$ cat src/button_gesture_classifier_assert.svh
// Assertion macros shared by the gesture classifier RTL.
`ifndef BUTTON_GESTURE_CLASSIFIER_ASSERT_SVH
`define BUTTON_GESTURE_CLASSIFIER_ASSERT_SVH

// Same-cycle implication, disabled while in reset.
`define BGC_ASSERT_NOW(label, ante, cons, msg) \
  label: assert property (@(posedge clk) disable iff (!rst_n) (ante) |-> (cons)) \
    else $error(msg);

// Next-cycle implication, disabled while in reset.
`define BGC_ASSERT_NEXT(label, ante, cons, msg) \
  label: assert property (@(posedge clk) disable iff (!rst_n) (ante) |=> (cons)) \
    else $error(msg);

`endif

$ cat src/bgc_pkg.sv
// Types and codes for the button gesture classifier.
package bgc_pkg;

  localparam int unsigned CFG_W  = 20;
  localparam int unsigned TIME_W = 32;
  localparam int unsigned EV_W   = 3;

  typedef enum logic [1:0] {
    CFG_DEBOUNCE = 2'd0,
    CFG_MEDIUM   = 2'd1,
    CFG_LONG     = 2'd2,
    CFG_DOUBLE   = 2'd3
  } cfg_index_t;

  typedef enum logic [1:0] {
    PH_IDLE     = 2'd0,
    PH_PRESSED  = 2'd1,
    PH_REL_WAIT = 2'd2,
    PH_SECOND   = 2'd3
  } phase_t;

  typedef enum logic [EV_W-1:0] {
    EV_NONE   = 3'd0,
    EV_CLICK  = 3'd1,
    EV_DOUBLE = 3'd2,
    EV_MEDIUM = 3'd3,
    EV_LONG   = 3'd4
  } gesture_event_t;

  typedef struct packed {
    logic              button_level;
    logic [TIME_W-1:0] time_now;
  } in_beat_t;

  typedef struct packed {
    logic [EV_W-1:0] gesture_event;
    logic            held_flag;
  } out_beat_t;

  typedef struct packed {
    logic [CFG_W-1:0] debounce_ms;
    logic [CFG_W-1:0] medium_hold_ms;
    logic [CFG_W-1:0] long_hold_ms;
    logic [CFG_W-1:0] double_click_ms;
  } cfg_t;

endpackage

$ cat src/bgc_cfg_regs.sv
// Timing configuration registers of the gesture classifier.
module bgc_cfg_regs (
  input  logic                    clk,
  input  logic                    rst_n,
  input  logic                    cfg_we,
  input  logic [1:0]              cfg_addr,
  input  logic [bgc_pkg::CFG_W-1:0] cfg_wdata,
  output bgc_pkg::cfg_t           cfg
);
  import bgc_pkg::*;

  cfg_t cfg_r;
  cfg_t cfg_nxt;

  always_comb begin
    cfg_nxt = cfg_r;
    if (cfg_we) begin
      unique case (cfg_index_t'(cfg_addr))
        CFG_DEBOUNCE: cfg_nxt.debounce_ms     = cfg_wdata;
        CFG_MEDIUM:   cfg_nxt.medium_hold_ms  = cfg_wdata;
        CFG_LONG:     cfg_nxt.long_hold_ms    = cfg_wdata;
        CFG_DOUBLE:   cfg_nxt.double_click_ms = cfg_wdata;
        default:      cfg_nxt = cfg_r;
      endcase
    end
  end

  always_ff @(posedge clk) begin
    if (!rst_n) begin
      cfg_r.debounce_ms     <= CFG_W'(50);
      cfg_r.medium_hold_ms  <= CFG_W'(2000);
      cfg_r.long_hold_ms    <= CFG_W'(10000);
      cfg_r.double_click_ms <= CFG_W'(300);
    end else begin
      cfg_r <= cfg_nxt;
    end
  end

  assign cfg = cfg_r;

endmodule

$ cat src/bgc_fsm.sv
// Gesture state machine: phase, press/release times and held flag.
`include "button_gesture_classifier_assert.svh"
module bgc_fsm (
  input  logic                clk,
  input  logic                rst_n,
  input  logic                step,
  input  bgc_pkg::in_beat_t   poll,
  input  bgc_pkg::cfg_t       cfg,
  output bgc_pkg::out_beat_t  result
);
  import bgc_pkg::*;

  phase_t            phase_r, phase_nxt;
  logic [TIME_W-1:0] press_time_r, press_time_nxt;
  logic [TIME_W-1:0] release_time_r, release_time_nxt;
  logic              held_r, held_nxt;
  gesture_event_t    ev;

  logic [TIME_W-1:0] d_ms, r_ms;
  logic              d_gt_long, d_gt_medium, d_lt_long, d_gt_deb, r_lt_dbl;

  // elapsed times wrap modulo 2^32
  assign d_ms = poll.time_now - press_time_r;
  assign r_ms = poll.time_now - release_time_r;

  assign d_gt_long   = d_ms > TIME_W'(cfg.long_hold_ms);
  assign d_lt_long   = d_ms < TIME_W'(cfg.long_hold_ms);
  assign d_gt_medium = d_ms > TIME_W'(cfg.medium_hold_ms);
  assign d_gt_deb    = d_ms > TIME_W'(cfg.debounce_ms);
  assign r_lt_dbl    = r_ms < TIME_W'(cfg.double_click_ms);

  always_comb begin
    phase_nxt        = phase_r;
    press_time_nxt   = press_time_r;
    release_time_nxt = release_time_r;
    held_nxt         = held_r;
    ev               = EV_NONE;
    unique case (phase_r)
      PH_IDLE: begin
        if (poll.button_level) begin
          press_time_nxt = poll.time_now;
          phase_nxt      = PH_PRESSED;
          held_nxt       = 1'b1;
        end
      end
      PH_PRESSED: begin
        priority if (poll.button_level && d_gt_long) begin
          ev        = EV_LONG;
          phase_nxt = PH_IDLE;
          held_nxt  = 1'b0;
        end else if (poll.button_level && d_gt_medium && d_lt_long) begin
          ev = EV_MEDIUM;
        end else if (!poll.button_level && d_gt_deb) begin
          release_time_nxt = poll.time_now;
          phase_nxt        = PH_REL_WAIT;
          held_nxt         = 1'b0;
        end else begin
          // held without a medium or long event, or released inside debounce
          ev = EV_NONE;
        end
      end
      PH_REL_WAIT: begin
        priority if (poll.button_level && r_lt_dbl) begin
          phase_nxt = PH_SECOND;
          held_nxt  = 1'b1;
        end else if (!r_lt_dbl) begin
          ev        = EV_CLICK;
          phase_nxt = PH_IDLE;
        end else begin
          // still released inside the window
          ev = EV_NONE;
        end
      end
      PH_SECOND: begin
        // release debounced against the first press time
        if (!poll.button_level && d_gt_deb) begin
          ev        = EV_DOUBLE;
          phase_nxt = PH_IDLE;
          held_nxt  = 1'b0;
        end
      end
      default: phase_nxt = PH_IDLE;
    endcase
  end

  always_ff @(posedge clk) begin
    if (!rst_n) begin
      phase_r        <= PH_IDLE;
      press_time_r   <= '0;
      release_time_r <= '0;
      held_r         <= 1'b0;
    end else if (step) begin
      phase_r        <= phase_nxt;
      press_time_r   <= press_time_nxt;
      release_time_r <= release_time_nxt;
      held_r         <= held_nxt;
    end
  end

  assign result.gesture_event = ev;
  assign result.held_flag     = held_nxt;

  `BGC_ASSERT_NOW(a_held_tracks_phase, 1'b1,
    held_r == ((phase_r == PH_PRESSED) || (phase_r == PH_SECOND)),
    "held flag out of step with phase")
  `BGC_ASSERT_NEXT(a_long_to_idle, step && (ev == EV_LONG), phase_r == PH_IDLE,
    "long hold did not return to idle")
  `BGC_ASSERT_NOW(a_double_from_second, step && (ev == EV_DOUBLE),
    $past(phase_r) == PH_SECOND || phase_r == PH_SECOND,
    "double click outside second press")

endmodule

$ cat src/button_gesture_classifier.sv
// Top level of the push-button gesture classifier.
// Usage:
//   Input channel in_valid/in_stall/in_data carries one poll per beat: the
//   button level and a free-running 32-bit millisecond timestamp.
//   Output channel out_valid/out_stall/out_data returns exactly one beat per
//   poll: gesture event (none, click, double click, medium hold, long hold)
//   and the held flag after that poll.
//   cfg_we/cfg_addr/cfg_wdata write the four 20-bit timing registers
//   (debounce, medium hold, long hold, double-click window); write only while
//   no poll is in flight.
// Timing:
//   A poll is captured in an input register, then classified by the state
//   machine and written into the output register, which drives out_valid;
//   a stalled output keeps the poll waiting in the input register. One poll
//   per cycle is sustained while out_stall is low, as the state-update loop
//   (subtract, compare, next phase) is combinational.
// Reset (rst_n low, synchronous): phase idle, times zero, held clear,
//   registers to 50/2000/10000/300 ms, both pipeline stages empty.
// Stall: a stalled output holds its beat; the input register keeps accepting
//   while the output slot is free, then in_stall rises until out_stall drops.
`include "button_gesture_classifier_assert.svh"
module button_gesture_classifier (
  input  logic                      clk,
  input  logic                      rst_n,
  input  logic                      in_valid,
  output logic                      in_stall,
  input  bgc_pkg::in_beat_t         in_data,
  output logic                      out_valid,
  input  logic                      out_stall,
  output bgc_pkg::out_beat_t        out_data,
  input  logic                      cfg_we,
  input  logic [1:0]                cfg_addr,
  input  logic [bgc_pkg::CFG_W-1:0] cfg_wdata
);
  import bgc_pkg::*;

  cfg_t      cfg;
  in_beat_t  s1_data_r;
  logic      s1_valid_r, s1_valid_nxt;
  out_beat_t result;
  out_beat_t out_data_r;
  logic      out_valid_r, out_valid_nxt;
  logic      s1_move;
  logic      in_take;

  bgc_cfg_regs u_cfg (
    .clk       (clk),
    .rst_n     (rst_n),
    .cfg_we    (cfg_we),
    .cfg_addr  (cfg_addr),
    .cfg_wdata (cfg_wdata),
    .cfg       (cfg)
  );

  // the poll in stage 1 is classified when the output slot frees up
  assign s1_move  = s1_valid_r && (!out_valid_r || !out_stall);
  assign in_stall = s1_valid_r && !s1_move;
  assign in_take  = in_valid && !in_stall;

  bgc_fsm u_fsm (
    .clk    (clk),
    .rst_n  (rst_n),
    .step   (s1_move),
    .poll   (s1_data_r),
    .cfg    (cfg),
    .result (result)
  );

  always_comb begin
    s1_valid_nxt  = in_take || (s1_valid_r && !s1_move);
    out_valid_nxt = s1_move || (out_valid_r && out_stall);
  end

  always_ff @(posedge clk) begin
    if (!rst_n) begin
      s1_valid_r  <= 1'b0;
      out_valid_r <= 1'b0;
    end else begin
      s1_valid_r  <= s1_valid_nxt;
      out_valid_r <= out_valid_nxt;
    end
  end

  // payload registers, no reset
  always_ff @(posedge clk) begin
    if (in_take) s1_data_r <= in_data;
    if (s1_move) out_data_r <= result;
  end

  assign out_valid = out_valid_r;
  assign out_data  = out_data_r;

  `BGC_ASSERT_NOW(a_stall_only_when_full, in_stall, s1_valid_r && out_valid_r && out_stall,
    "input stalled without a blocked stage")
  `BGC_ASSERT_NEXT(a_move_fills_output, s1_move, out_valid_r,
    "classified poll lost before output")
  `BGC_ASSERT_NEXT(a_out_held_while_stalled, out_valid_r && out_stall,
    out_valid_r && $stable(out_data_r),
    "stalled output beat changed")

endmodule

$ cat config.mk
export PLATFORM = sky130hd
export DESIGN_NAME = button_gesture_classifier
export DESIGN_NICKNAME = d
export VERILOG_FILES = /design/src/bgc_pkg.sv /design/src/bgc_cfg_regs.sv /design/src/bgc_fsm.sv /design/src/button_gesture_classifier.sv
export VERILOG_INCLUDE_DIRS = /design/src /design/src/src
export SDC_FILE = /design/constraint.sdc
export NUM_CORES = 1
export LEC_CHECK = 0
export BUFFER_PORTS_ARGS = -buffer_cell sky130_fd_sc_hd__buf_2
export CORE_UTILIZATION = 36
export CTS_BUF_LIST = sky130_fd_sc_hd__clkbuf_8
export DETAILED_ROUTE_END_ITERATION = 10
export MAX_ROUTING_LAYER = met4
export PLACE_DENSITY = 0.62
export SLEW_MARGIN = 20
export SYNTH_ARGS = -nofsm -noshare
export SYNTH_HDL_FRONTEND = slang
export SYNTH_SLANG_ARGS = --single-unit
$ cat constraint.sdc
create_clock -name clk -period 6.45 [get_ports clk]
set_input_delay 0.9675 -clock clk [delete_from_list [all_inputs] [get_ports clk]]
set_output_delay 0.9675 -clock clk [all_outputs]
set_load 0.02 [all_outputs]
; Word-level counts from Yosys, hierarchy flattened
; Index checks and enable logic that the tools add are counted.
[totals]
register_bits = 186
[op_classes]
add_sub_neg = 2
order_cmp = 5
n_eq_ne = 11
muxes = 20
bitwise = 2
n_reduce_logical = 26
[op_table]
columns = cell, n
row1 = greater-than comparator 32 x 20 -> 1 bit, 3
row2 = < comparator 32 x 20 -> 1 bit, 2
row3 = subtractor 32 bit, 2
row4 = two-way mux 2 bit, 9
row5 = logical AND 1 bit, 9
row6 = case mux 3 bit (3 select lines), 1
row7 = == test 2 bit (second input constant), 4
row8 = case mux 2 bit (4 select lines), 1
row9 = AND reduction 2 bit, 4
row10 = two-way mux 1 bit, 6
row11 = two-way mux 3 bit, 2
row12 = AND reduction 6 bit, 1
row13 = zero test 1 bit, 5
row14 = AND reduction 5 bit, 1
row15 = == test 2 x 1 -> 1 bit (second input constant), 2
row16 = zero test 2 bit, 2
row17 = case mux 1 bit (4 select lines), 1
row18 = logical OR 1 bit, 3
row19 = inequality test 3 x 1 -> 1 bit (second input constant), 1
row20 = inequality test 3 x 2 -> 1 bit (second input constant), 1
row21 = inequality test 3 bit (second input constant), 1
row22 = AND reduction 3 bit, 1
row23 = inequality test 2 x 1 -> 1 bit (second input constant), 1
row24 = inequality test 2 bit (second input constant), 1
row25 = inverter 1 bit, 2

; Depth between registers and ports, before layout
; Gate-level depths: netlist of run 1.
[logic_depth]
depth_word = 8
depth_mapped = 27
depth_no_buf = 27

; Hierarchy
; From an unflattened synthesis of run 1, not the netlist that was laid out.
[hier_totals]
hier_cells = 1533
area_unflattened_um2 = 12952.4
[by_module_without_submodules]
columns = module, instances, cells_each, area_per_inst_um2
row1 = bgc_fsm, 1, 1191, 8689.6
row2 = bgc_cfg_regs, 1, 297, 3067.9
row3 = button_gesture_classifier, 1, 45, 1194.9

; Worst setup path before layout of run 1
; OpenSTA, ideal clock, no wires.
[synth_timing]
path_type = reg-to-reg
startpoint = reg s1_data_r[0] in the netlist's numbering
endpoint = reg u_fsm.phase_r[1]
setup_ps = 69
arrival_ps = 5193
slack_ps = 1188
stages_incl_launch_ff = 27
path_buffers = 0
synth_period_minus_slack_ps = 5262
cell_sequence = edfxtp_1 > inv_1 > ha_1 > inv_1 > fa_1 > a211oi_1 > o21ai_1 > o31ai_1 > nand2_1 > nand2_1 > nand2_1 > a21oi_1 > o21ai_0 > a21o_1 > a21oi_1 > xnor2_1 > ha_1 > a2111oi_4 > o311ai_1 > a2111oi_2 > o311ai_1 > or4b_4 > nor4b_4 > nand4_2 > nor4b_1 > nor2_1 > o21ai_1
[synth_between]
elab_chain_cells = 6
word_cells_on_any_way = 20
cone_classes = add/sub (2) / order compare (5) / eq/ne (4) / mux (3) / reduce/logical (6)
[synth_rtl]
columns = item, line_no
row1 = start: declaration, button_gesture_classifier.sv:38  ; in_beat_t s1_data_r;
row2 = start signal: assignment, button_gesture_classifier.sv:86  ; if (in_take) s1_data_r <= in_data;
row3 = subtractor 32 bit, bgc_fsm.sv:23  ; assign d_ms = poll.time_now - press_time_r;
row4 = greater-than comparator 32 x 20 -> 1 bit, bgc_fsm.sv:28  ; assign d_gt_medium = d_ms > TIME_W'(cfg.medium_hold_ms);
row5 = logical AND 1 bit (2 in a row), bgc_fsm.sv:51  ; end else if (poll.button_level && d_gt_medium && d_lt_long) begin
row6 = inequality test 3 x 2 -> 1 bit (no source line), n/a
row7 = AND reduction 6 bit (no source line), n/a
row8 = end signal: assignment, bgc_fsm.sv:93  ; phase_r <= phase_nxt;
row9 = end: declaration, bgc_fsm.sv:13  ; phase_t phase_r, phase_nxt;
; Several ways; a longest one is shown, not always the timed one.
; A chain may end at the register's enable or synchronous reset.

; Worst setup path after layout of run 1
[layout_timing]
startpoint = reg s1_data_r[0] in the netlist's numbering
endpoint = reg u_fsm.held_r
[layout_between]
elab_chain_cells = 7
word_cells_on_any_way = 17
cone_classes = add/sub (2) / order compare (5) / mux (5) / reduce/logical (5)
[layout_rtl]
columns = item, line_no
row1 = subtractor 32 bit, bgc_fsm.sv:23
row2 = "greater-than comparator 32 x 20 -> 1 bit, on equally long branches", "bgc_fsm.sv:29, bgc_fsm.sv:28"
row3 = "logical AND 1 bit, on equally long branches", "bgc_fsm.sv:53, bgc_fsm.sv:76, bgc_fsm.sv:51"
row4 = two-way mux 1 bit or logical AND 1 bit (tied branches), "bgc_fsm.sv:53, bgc_fsm.sv:76, bgc_fsm.sv:51"
row5 = two-way mux 1 bit, bgc_fsm.sv:51
row6 = two-way mux 1 bit, bgc_fsm.sv:47  ; priority if (poll.button_level && d_gt_long) begin
row7 = case mux 1 bit (4 select lines) *, bgc_fsm.sv:38  ; unique case (phase_r)
row8 = end signal: assignment, bgc_fsm.sv:96  ; held_r <= held_nxt;
row9 = end: declaration, bgc_fsm.sv:16  ; logic held_r, held_nxt;
; Every way passes the cells marked *; elsewhere a longest branch is shown, timed or not.

==> results.yml, run 1 <==
timing:
  max_freq_ghz: 0.167
  clock_skew_ns: 0.0209
  period_share_pct: 92.8
  worst_slew_pin_slew_ns: 1.10
  post-route-min-period_ns: 5.98
  hold_ws_ns: 0.463
  rsz0062_at_grt: "false"
  hold_viol: 0
  fin_setup_tns_ns: 0
  final-max-slew-violation-count: 0
  slew_headroom_pct: 26.5
  setup_viol: 0
floorplanning:
  die_area_sq_mm: 0.0363
  die_x_microns: 191
  rows: 68
  core_sq_mm: 0.0348
  ioPinCount: 66
  start_util_pct: 36.8
  dieHeight_microns: 191
finish:
  area_delta_synth_final_pct: 8.03
  seq_area_sq_mm: 0.00409
  antenna_cells: 0
  design_area_sq_mm: 0.0138
  drive_above_1_share_pct: 8.32
  fillCellCount: 3477
  final_util_pct: 39.7
  multi_input_area_sq_mm: 0.00781
  nNetsFinal: 1800
  final_cells: 2065
global_routing:
  grt_max_degree: 110
  grt_pass1_wl_microns: 53400
  antenna_found_initial: 0
  grt_pass1_vias: 10200
  grtUsageTotal_pct: 19.4
  grt_overflow: 0
worst_setup_path:
  crit_type: "flop to flop"
  cp.required_ns: 6.89
  startpoint_type: "flop"
  critPathMaxFanout: 3
  cp-end-kind: "flop"
  cp.arrival_ns: 6.42
synthesis:
  synth_edf_count: 37
  synth.distinct_cells: 89
  yosys_register_bits: 186
  ys_seq_area_share_pct: 32.0
  syn_inst: 1573
  ys.flop_type: "dfxtp_1"
  syn_nets: 1776
  synth_area_sq_mm: 0.0128
  async_flop_share_pct: 0
  syn_avg_cell_area_sq_um: 8.14
  yosys_warnings: 0
placement:
  place.port_buffers: 65
  place_inst: 2032
  dp_hpwl_microns: 25600
  placed_cell_area_sq_mm: 0.0134
  place_congestion: 0.905
routing:
  wl_per_cell_microns: 16.2
  vias: 10700
  drc: 0
  viasPerCell: 5.20
  first_pass_iters: 6
  drt_iter0_drc: 746
  ant_nets: 0
  wl_microns: 33400
power:
  pwr-share-seq_pct: 45.2
  p_leak_nw: 5.48
  share_comb_of_total_power_pct: 26.0
  switching_share_pct: 32.8
  clkPwrFrac_pct: 28.8
  powerDensity_mw_per_mm2: 202
  p_switching_mw: 0.914
  internal-power_mw: 1.87
  ir_worst_vdd_mv: 0.143
run_status:
  outcome: "finished, final reports clean"
cts:
  cts_buffers: 17
  cts_sinks: 186
  post-cts-setup-buffers: 0
  cts_resized: 0
  cts_tree: "yes"
  clk_path_buf_depth: 2
  path_clk_slew_ns: 0.10
  ctsHtreeMaxLevel: 4
  hold_buffers: 0
  cts-root-buf: "clkbuf_8"
  clkLatencyLatePin_ns: 0.50
job:
  cap_violations: 0
min_path:
  holdCritPathClass: "flop to flop"
==> power by group through the flow <==
stage	Sequential, mW	Combinational, mW	Clock [mW]
6_report	1.26	0.725	0.802
5_1_grt	1.27	0.814	0.874
4_1_cts	1.26	0.719	0.833
3_5_place_dp	1.29	0.715	0
3_3_place_gp	1.29	0.701	0
2_1_floorplan	1.28	0.523	0
==> registers in the layout, summed over array words and instances (netlist names) <==
signal	cells
out_valid	1
s1_valid_r	1
u_fsm.held_r	1
u_fsm.phase_r	2
u_fsm.press_time_r	32
u_fsm.release_time_r	32
s1_data_r	33
out_data	4
u_cfg.cfg	80
==> through the flow <==
| stage | power (mW) | worst slack (ns) |
|---|---|---|
| after floorplan | 1.80 | 1.19 |
| after global placement | 1.99 | 0.626 |
| after detailed placement | 2.00 | 0.482 |
| after CTS | 2.81 | 0.452 |
| after global routing | 2.95 | 0.0105 |
| final | 2.79 | 0.466 |
==> Yosys cell counts, drive strengths merged, types with 3 or more instances <==
cell type / count / area [sq um]
dfxtp: 149 / 2980
o221ai: 3 / 26.3
nor2: 46 / 173
mux2i: 36 / 360
nor4b: 3 / 41.3
a31o: 7 / 61.3
o21bai: 9 / 67.6
xor2: 17 / 149
clkbuf: 50 / 199
buf: 14 / 129
nor4: 9 / 71.3
nand3b: 4 / 30.0
o211ai: 25 / 193
o311ai: 3 / 26.3
o21a: 10 / 75.1
o31ai: 5 / 37.5
inv: 159 / 597
xnor2: 30 / 263
nand2b: 14 / 90.1
o21ai: 58 / 302
o22ai: 7 / 50.1
a2111oi: 5 / 87.6
nand3: 26 / 130
or3: 4 / 25.0
nand4: 28 / 181
a31oi: 7 / 43.8
and3: 8 / 50.1
nor3: 13 / 65.1
edfxtp: 37 / 1110
nand2: 343 / 1290
a21oi: 105 / 529
nor2b: 9 / 63.8
o41ai: 4 / 42.6
a211oi: 5 / 37.5
a21o: 36 / 274
and2: 5 / 32.5
a21boi: 97 / 728
a221oi: 5 / 67.6
ha: 141 / 1760
o2111ai: 4 / 35.0
==> kinds of logic (layout without fill, tap and decap cells) <==
| logic type | count (synthesis) | in the layout | share of synthesized area (%) |
|---|---|---|---|
| compound gates | 412 | 412 | 22.2 |
| fa+ha+maj | 143 | 143 | 14.1 |
| simple gates | 525 | 525 | 18.4 |
| buf+inv | 223 | 260 | 7.22 |
| flops | 186 | 186 | 32.0 |
| xor+xnor | 47 | 47 | 3.22 |
| mux | 37 | 37 | 2.90 |
==> per-layer routing <==
layer,global-route usage (%),wire (microns)
met1,27.8,17400
met2,28.3,13900
met3,2.65,1540
met4,5.11,507
met5,-,0
==> worst max-delay path, stage by stage, from the launching register on <==
cell and delay, ns:
edfxtp_1 0.42, inv_1 0.10, ha_1 0.20, inv_1 0.07, fa_1 0.42, a211oi_1 0.23
o21ai_1 0.18, o31ai_1 0.41, nand2_1 0.19, nand2_1 0.10, nand2_1 0.05, a21oi_1 0.21
o21ai_0 0.16, a21o_1 0.21, a21oi_1 0.17, xnor2_1 0.09, ha_1 0.21, a2111oi_4 0.33
o311ai_1 0.16, a2111oi_2 0.37, o311ai_1 0.15, or4b_4 0.54, nor4b_4 0.29, nand4_2 0.16
o21ai_2 0.21, and3_1 0.20, a31o_1 0.10
==> path summary, 6_finish.rpt <==
check,start,endpoint,slack [ns],cells after the start
worst min register to register,u_fsm.release_time_r[16]$_SDFFE_PN0P_,u_fsm.release_time_r[16]$_SDFFE_PN0P_,0.46,2
worst min-delay path,u_fsm.release_time_r[16]$_SDFFE_PN0P_,u_fsm.release_time_r[16]$_SDFFE_PN0P_,0.46,2
worst max-delay path,s1_data_r[0]$_DFFE_PP_,u_fsm.held_r$_SDFFE_PN0P_,0.47,26
worst max register to register,s1_data_r[0]$_DFFE_PP_,u_fsm.held_r$_SDFFE_PN0P_,0.47,26
==> cell usage in the layout (no fill, tap or decap), types with 5 or more instances in the layout <==
cell | Yosys | final
xnor2_1 | 30 | 30
nand3_1 | 26 | 26
dfxtp_1 | 149 | 149
o21bai_1 | 9 | 9
o22ai_1 | 6 | 6
o21ai_1 | 8 | 8
nand2_1 | 343 | 343
a31oi_1 | 7 | 7
buf_2 | 4 | 64
a21o_1 | 33 | 32
edfxtp_1 | 37 | 37
o31ai_1 | 5 | 5
a21oi_1 | 104 | 104
clkbuf_8 | 1 | 19
inv_1 | 159 | 163
nor4_1 | 8 | 8
o21a_1 | 10 | 10
a21boi_0 | 97 | 97
nor2_1 | 46 | 46
o21ai_0 | 47 | 47
xor2_1 | 17 | 17
nand2b_1 | 13 | 12
o211ai_1 | 24 | 24
nor2b_1 | 8 | 6
nor3_1 | 13 | 13
ha_1 | 141 | 141
mux2i_1 | 36 | 36
and3_1 | 8 | 8
nand4_1 | 27 | 27
a211oi_1 | 5 | 5
==> area by class of cell <==
cell class                      count  area share [%]
Sequential cell                   186            29.6
Clock buffer                       19            1.89
Inverter                          159            4.32
Tap cell                          455            4.12
Clock inverter                     13           0.950
Multi-Input combinational cell   1164            56.4
Timing Repair Buffer               69            2.68
No activity file was read; power rests on OpenSTA's default activity.
==> inputs of run 2 (changes only) <==
--- a/config.mk
+++ b/config.mk
@@ -7,6 +7,7 @@
 export NUM_CORES = 1
 export LEC_CHECK = 0
 export BUFFER_PORTS_ARGS = -buffer_cell sky130_fd_sc_hd__buf_2
+export CORE_ASPECT_RATIO = 1.75
 export CORE_UTILIZATION = 36
 export CTS_BUF_LIST = sky130_fd_sc_hd__clkbuf_8
 export DETAILED_ROUTE_END_ITERATION = 10
==> run 2 against run 1 <==
Register-to-register slack gained 0.06 ns. Utilization fell by 0.51 points. Power down 1.9%. Setup slack better by 0.060 ns. Die area is essentially flat.
==> results.yml, run 2 (synthesis gave the netlist of run 1 again) <==
run_status:
  outcome: "finished, final reports clean"
routing:
  wl_per_cell_microns: 17.4
  ant_nets: 0
  vias: 11000
  viasPerCell: 5.29
  drt_iter0_drc: 580
  drc: 0
  wl_microns: 36200
  first_pass_iters: 5
worst_setup_path:
  crit_type: "flop to flop"
  startpoint_type: "flop"
  cpMaxStageDelayCell: "or4b_4"
  cp.required_ns: 6.92
  critPathMaxFanout: 3
  cp.arrival_ns: 6.39
  cpPeakStageDelay_ns: 0.54
  crit_top_cell: "nand2_1"
  cp-end-kind: "flop"
floorplanning:
  ioPinCount: 66
  rows: 91
  start_util_pct: 36.4
  die_area_sq_mm: 0.0363
  core_sq_mm: 0.0352
  dieHeight_microns: 251
  die_x_microns: 145
timing:
  worst_slew_pin_slew_ns: 1.09
  clock_skew_ns: 0.0194
  rsz0062_at_grt: "false"
  max_freq_ghz: 0.169
  layout_setup_ws_ns: 0.526
  hold_ws_ns: 0.466
  period_share_pct: 91.8
  final-max-slew-violation-count: 0
  setup_viol: 0
  hold_viol: 0
  fin_setup_tns_ns: 0
  post-route-min-period_ns: 5.92
  slew_headroom_pct: 27.3
power:
  p_leak_nw: 5.45
  ir_worst_vdd_mv: 0.111
  powerDensity_mw_per_mm2: 198
  totalPowerFinal_mw: 2.74
cts:
  post-cts-setup-buffers: 0
  cts-root-buf: "clkbuf_8"
  clk_path_buf_depth: 2
  ctsHtreeMaxLevel: 4
  cts_tree: "yes"
  cts_buffers: 17
  cts_sinks: 186
  clkLatencyLatePin_ns: 0.53
  path_clk_slew_ns: 0.10
finish:
  final_common_cell: "nand2_1"
  nNetsFinal: 1801
  final_util_pct: 39.2
  final_cells: 2077
  area_delta_synth_final_pct: 7.82
  design_area_sq_mm: 0.0138
  largest_reg_flops: 80
  final_cell_mix: "nand2_1, inv_1, dfxtp_1, ha_1, a21oi_1"
  drive_above_1_share_pct: 8.57
global_routing:
  antenna_found_initial: 1
  grt_pass1_wl_microns: 57400
  grtUsageTotal_pct: 21.4
  grt_pass1_vias: 11000
  grt_max_degree: 98
  grt_overflow: 0
placement:
  placed_cell_area_sq_mm: 0.0134
  dp_hpwl_microns: 28500
  pre_cts_ws_ns: 0.406
  place.port_buffers: 65
  place_congestion: 0.966
  place_inst: 2043
job:
  cap_violations: 0
min_path:
  holdCritPathClass: "flop to flop"
==> run 2: changes by cell type in the layout (fill, tap and decap cells not counted) <==
cell,change
clkinv_2,+3
clkinv_4,-3
clkinvlp_4,+3
inv_1,-3
bufinv_16,-2
clkbuf_8,-2
inv_6,+2
buf_4,+1
clkinv_1,+1
diode_2,+1
inv_8,+1
o31ai_1,-1
o31ai_2,+1
==> run 2: where the power goes <==
group / internal, mW / switching [mW] / total [mW]
registers: 1.23 / 0.0349 / 1.26
clock network: 0.266 / 0.471 / 0.737
logic: 0.283 / 0.452 / 0.735
total: 1.78 / 0.958 / 2.74
==> run 2: worst max-delay path, delay by kind of cell, from the launching register on <==
family          cells  cell delay [ns]
simple gates        7             1.55
flops               1             0.42
buf+inv             2             0.16
compound gates     13             2.82
fa+ha+maj           3             0.82
xor+xnor            1             0.10
==> run 2: area by class of cell <==
| class | instances | area, sq um |
|---|---|---|
| Timing Repair Buffer | 70 | 378 |
| Multi-Input combinational cell | 1164 | 7810 |
| Inverter | 159 | 597 |
| Clock buffer | 17 | 234 |
| Fill cell | 3577 | 21400 |
| Antenna cell | 1 | 2.50 |
| Tap cell | 465 | 582 |
| Sequential cell | 186 | 4090 |
| Clock inverter | 15 | 104 |
==> run 2: per-layer routing <==
| metal | part of all wire, % | up-vias | global-route usage (%) |
|---|---|---|---|
| met5 | 0 | - | - |
| met4 | 5.0 | 0 | 11.3 |
| met3 | 3.0 | 93 | 3.64 |
| met2 | 54 | 216 | 39.1 |
| met1 | 38 | 5168 | 21.3 |
| li1 | - | 5502 | - |
==> run 2: final timing paths <==
kind                                   startpoint                              endpoint  slack [ns]  depth (start not counted)
max                        s1_data_r[0]$_DFFE_PP_             u_fsm.held_r$_SDFFE_PN0P_        0.53                         26
min          u_fsm.release_time_r[5]$_SDFFE_PN0P_  u_fsm.release_time_r[5]$_SDFFE_PN0P_        0.47                          2
max reg2reg                s1_data_r[0]$_DFFE_PP_             u_fsm.held_r$_SDFFE_PN0P_        0.53                         26
min reg2reg  u_fsm.release_time_r[5]$_SDFFE_PN0P_  u_fsm.release_time_r[5]$_SDFFE_PN0P_        0.47                          2
==> run 2: what timing repair did <==
| action | CTS | global route |
|---|---|---|
| hold buffers | 0 | 0 |
| resized for setup | 0 | 1 |
| endpoints found under the setup margin | 0 | 5 |
==> inputs of run 3 (changes only) <==
--- a/config.mk
+++ b/config.mk
@@ -6,6 +6,7 @@
 export SDC_FILE = /design/constraint.sdc
 export NUM_CORES = 1
 export LEC_CHECK = 0
+export ABC_AREA = 1
 export BUFFER_PORTS_ARGS = -buffer_cell sky130_fd_sc_hd__buf_2
 export CORE_ASPECT_RATIO = 1.75
 export CORE_UTILIZATION = 36
==> constraint.sdc (replaced) <==
create_clock -name clk -period 6.9 [get_ports clk]
set_input_delay 1.035 -clock clk [delete_from_list [all_inputs] [get_ports clk]]
set_output_delay 1.035 -clock clk [all_outputs]
set_load 0.02 [all_outputs]
==> run 3 against run 2 <==
Synthesized cell count increased by 22%. First-iteration DRC count grew 16%. Via count increased by 10%. Sequential share of layout area down 0.89 points. Sequential power shrank 5%. Register-to-register slack better by 1.7 ns. Clock power rose by 3.0%. Cell count rose by 18%. Maximum frequency up 26%. Power increased by 5.2%. Die area grew 2.4%. Critical path type unchanged. Critical endpoint is now u_fsm.release_time_r[31]$_SDFFE_PN0P_. Largest cell class unchanged.
==> results.yml, run 3 <==
min_path:
  holdCritPathClass: "flop to flop"
power:
  totalPowerFinal_mw: 2.88
  internal-power_mw: 1.77
  p_leak_nw: 6.88
  clkPwrFrac_pct: 26.4
  p_switching_mw: 1.11
  pwr-share-seq_pct: 41.7
  switching_share_pct: 38.6
  share_comb_of_total_power_pct: 32.0
  powerDensity_mw_per_mm2: 202
  ir_worst_vdd_mv: 0.129
worst_setup_path:
  ff2ff_setup_slack_ns: 2.20
  crit_type: "flop to flop"
  worstPathCellList: "inv_1 > ha_1 > inv_1 > fa_1 > nand2_1 > nand2_1 > nand3b_1 > nand2_1 > nand2_1 > nand2_1 > a31oi_1 > xnor2_1 > ha_1 > nand4_1 > inv_1 > nand2_1 > nor4_1 > nor2_1 > nor2_2 > a21oi_4 > nand3_4 > o21ai_0 > a21oi_1"
  cpMaxStageDelayCell: "nand3_4"
  critPathMaxFanout: 64
  cp.arrival_ns: 5.08
  setup.worst_path.start: "s1_data_r[0]$_DFFE_PP_"
  crit_end: "u_fsm.release_time_r[31]$_SDFFE_PN0P_"
  crit_top_cell: "nand2_1"
  reg2reg_depth: 23
  cpLargestDelayFamily: "simple AND/OR/NAND/NOR gates"
  cpPeakStageDelay_ns: 0.51
  cp_num_buf_inv: 3
  cp-end-kind: "flop"
  crit_cells: 23
  cp.required_ns: 7.28
  r2r-end: "u_fsm.release_time_r[31]$_SDFFE_PN0P_"
  regToRegStartpoint: "s1_data_r[0]$_DFFE_PP_"
  startpoint_type: "flop"
synthesis:
  syn_nets: 2129
  synth_edf_count: 37
  async_flop_share_pct: 0
  synth_top_cell_by_area: "dfxtp_1"
  synth_area_sq_mm: 0.0131
  yosys_register_bits: 186
  ys.flop_type: "dfxtp_1"
  yosysMostFrequentCell: "nand2_1"
  syn_avg_cell_area_sq_um: 6.81
  yosys_warnings: 0
  ys_seq_area_share_pct: 31.2
  synth.distinct_cells: 46
  synthTopCellsByArea: "dfxtp_1, nand2_1, ha_1"
  synthDominantCellAreaShare_pct: 22.8
  syn_inst: 1926
  synth_common_cells: "nand2_1, inv_1, a21oi_1, dfxtp_1, ha_1"
timing:
  rsz0062_at_grt: "false"
  setup_viol: 0
  clock_skew_ns: 0.0115
  hold_viol: 0
  worst_slew_pin_slew_ns: 1.09
  period_share_pct: 68.1
  final-max-slew-violation-count: 0
  slew_headroom_pct: 27.5
  max_freq_ghz: 0.213
  fin_setup_tns_ns: 0
  post-route-min-period_ns: 4.70
routing:
  ant_nets: 0
  viasPerCell: 4.94
  vias: 12100
  drc: 0
  wl_microns: 40700
  wl_per_cell_microns: 16.6
  first_pass_iters: 5
  drt_iter0_drc: 670
floorplanning:
  core_sq_mm: 0.0359
  die_area_sq_mm: 0.0372
  ioPinCount: 66
  die_x_microns: 146
  rows: 92
  dieHeight_microns: 254
  start_util_pct: 36.5
cts:
  cts_sinks: 186
  path_clk_slew_ns: 0.11
  clkLatencyLatePin_ns: 0.51
  cts_tree: "yes"
  post-cts-setup-buffers: 0
  clk_path_buf_depth: 2
  cts_buffers: 17
  cts_resized: 0
  hold_buffers: 0
  cts-root-buf: "clkbuf_8"
  ctsHtreeMaxLevel: 4
global_routing:
  grtUsageTotal_pct: 23.0
  grt_overflow: 0
  grt_pass1_wl_microns: 62600
  grt_pass1_vias: 11500
  antenna_found_initial: 1
  grt_max_degree: 116
finish:
  final_cell_mix: "nand2_1, inv_1, a21oi_1, dfxtp_1, ha_1"
  drive_above_1_share_pct: 7.26
  design_area_sq_mm: 0.0142
  area_delta_synth_final_pct: 8.52
  largest_reg_flops: 80
  final_common_cell: "nand2_1"
  nNetsFinal: 2174
placement:
  placed_cell_area_sq_mm: 0.0138
  place.port_buffers: 65
  dp_hpwl_microns: 33400
  place_congestion: 0.945
run_status:
  outcome: "finished, final reports clean"
job:
  cap_violations: 0
-- run 3: worst min-delay path by stage --
stage,from,endpoint,slack (ns),depth (start not counted)
after floorplan,u_fsm.release_time_r[0]$_SDFFE_PN0P_,u_fsm.release_time_r[0]$_SDFFE_PN0P_,0.43,2
after global placement,u_fsm.release_time_r[10]$_SDFFE_PN0P_,u_fsm.release_time_r[10]$_SDFFE_PN0P_,0.44,2
after detailed placement,u_fsm.press_time_r[22]$_SDFFE_PN0P_,u_fsm.press_time_r[22]$_SDFFE_PN0P_,0.45,2
after CTS,u_fsm.press_time_r[22]$_SDFFE_PN0P_,u_fsm.press_time_r[22]$_SDFFE_PN0P_,0.47,2
after global routing,u_fsm.release_time_r[14]$_SDFFE_PN0P_,u_fsm.release_time_r[14]$_SDFFE_PN0P_,0.48,2
final,u_fsm.press_time_r[22]$_SDFFE_PN0P_,u_fsm.press_time_r[22]$_SDFFE_PN0P_,0.46,2
-- run 3: cell families after synthesis --
group / share of synthesized area, %
AO/OA/AOI/OAI: 16.2
XOR/XNOR: 2.54
adder cells (fa/ha/maj): 13.8
buffers and inverters: 12.0
flip-flops: 31.2
AND/OR/NAND/NOR: 24.2
-- run 3: worst register-to-register path, delay by kind of cell, from the launching register on --
| family | cells | cell delay [ns] |
|---|---|---|
| xor+xnor | 1 | 0.36 |
| compound gates | 4 | 0.99 |
| buf+inv | 3 | 0.31 |
| fa+ha+maj | 3 | 1.03 |
| flops | 1 | 0.40 |
| simple gates | 12 | 1.45 |
-- run 3: final cells by class --
type                            count  area (sq um)
Fill cell                        3855         21700
Multi-Input combinational cell   1334          7440
Sequential cell                   186          4090
Inverter                          364          1370
Tap cell                          470           588
Timing Repair Buffer               68           350
Clock buffer                       18           248
Clock inverter                     14           140
Antenna cell                        1          2.50
-- run 3: power groups by stage --
stage	logic [mW]	clock network, mW	registers (mW)
floorplan	0.650	0	1.21
global placement	0.899	0	1.22
detailed placement	0.918	0	1.22
CTS	0.921	0.774	1.20
global route	1.04	0.817	1.20
finish	0.919	0.759	1.20
-- run 3: per-stage QoR --
stage | util (%) | setup slack [ns] | cells | hold WS, ns
3_3_place_gp | 38.5 | 2.38 | 2422 | 0.443
4_1_cts | 39.6 | 2.28 | 2454 | 0.467
3_5_place_dp | 38.5 | 2.30 | 2422 | 0.451
5_1_grt | 39.6 | 1.80 | 2455 | 0.476
6_report | 39.6 | 2.20 | 2455 | 0.462
2_1_floorplan | - | 3.57 | 1926 | 0.427
-- run 3: layer usage --
metal  up-vias  track usage, %  routed length, microns
met4         0            14.7                    2630
met5         -               -                       0
met2       252            43.2                   21700
li1       6277               -                       -
met3       104            2.67                    1350
met1      5489            22.2                   14900
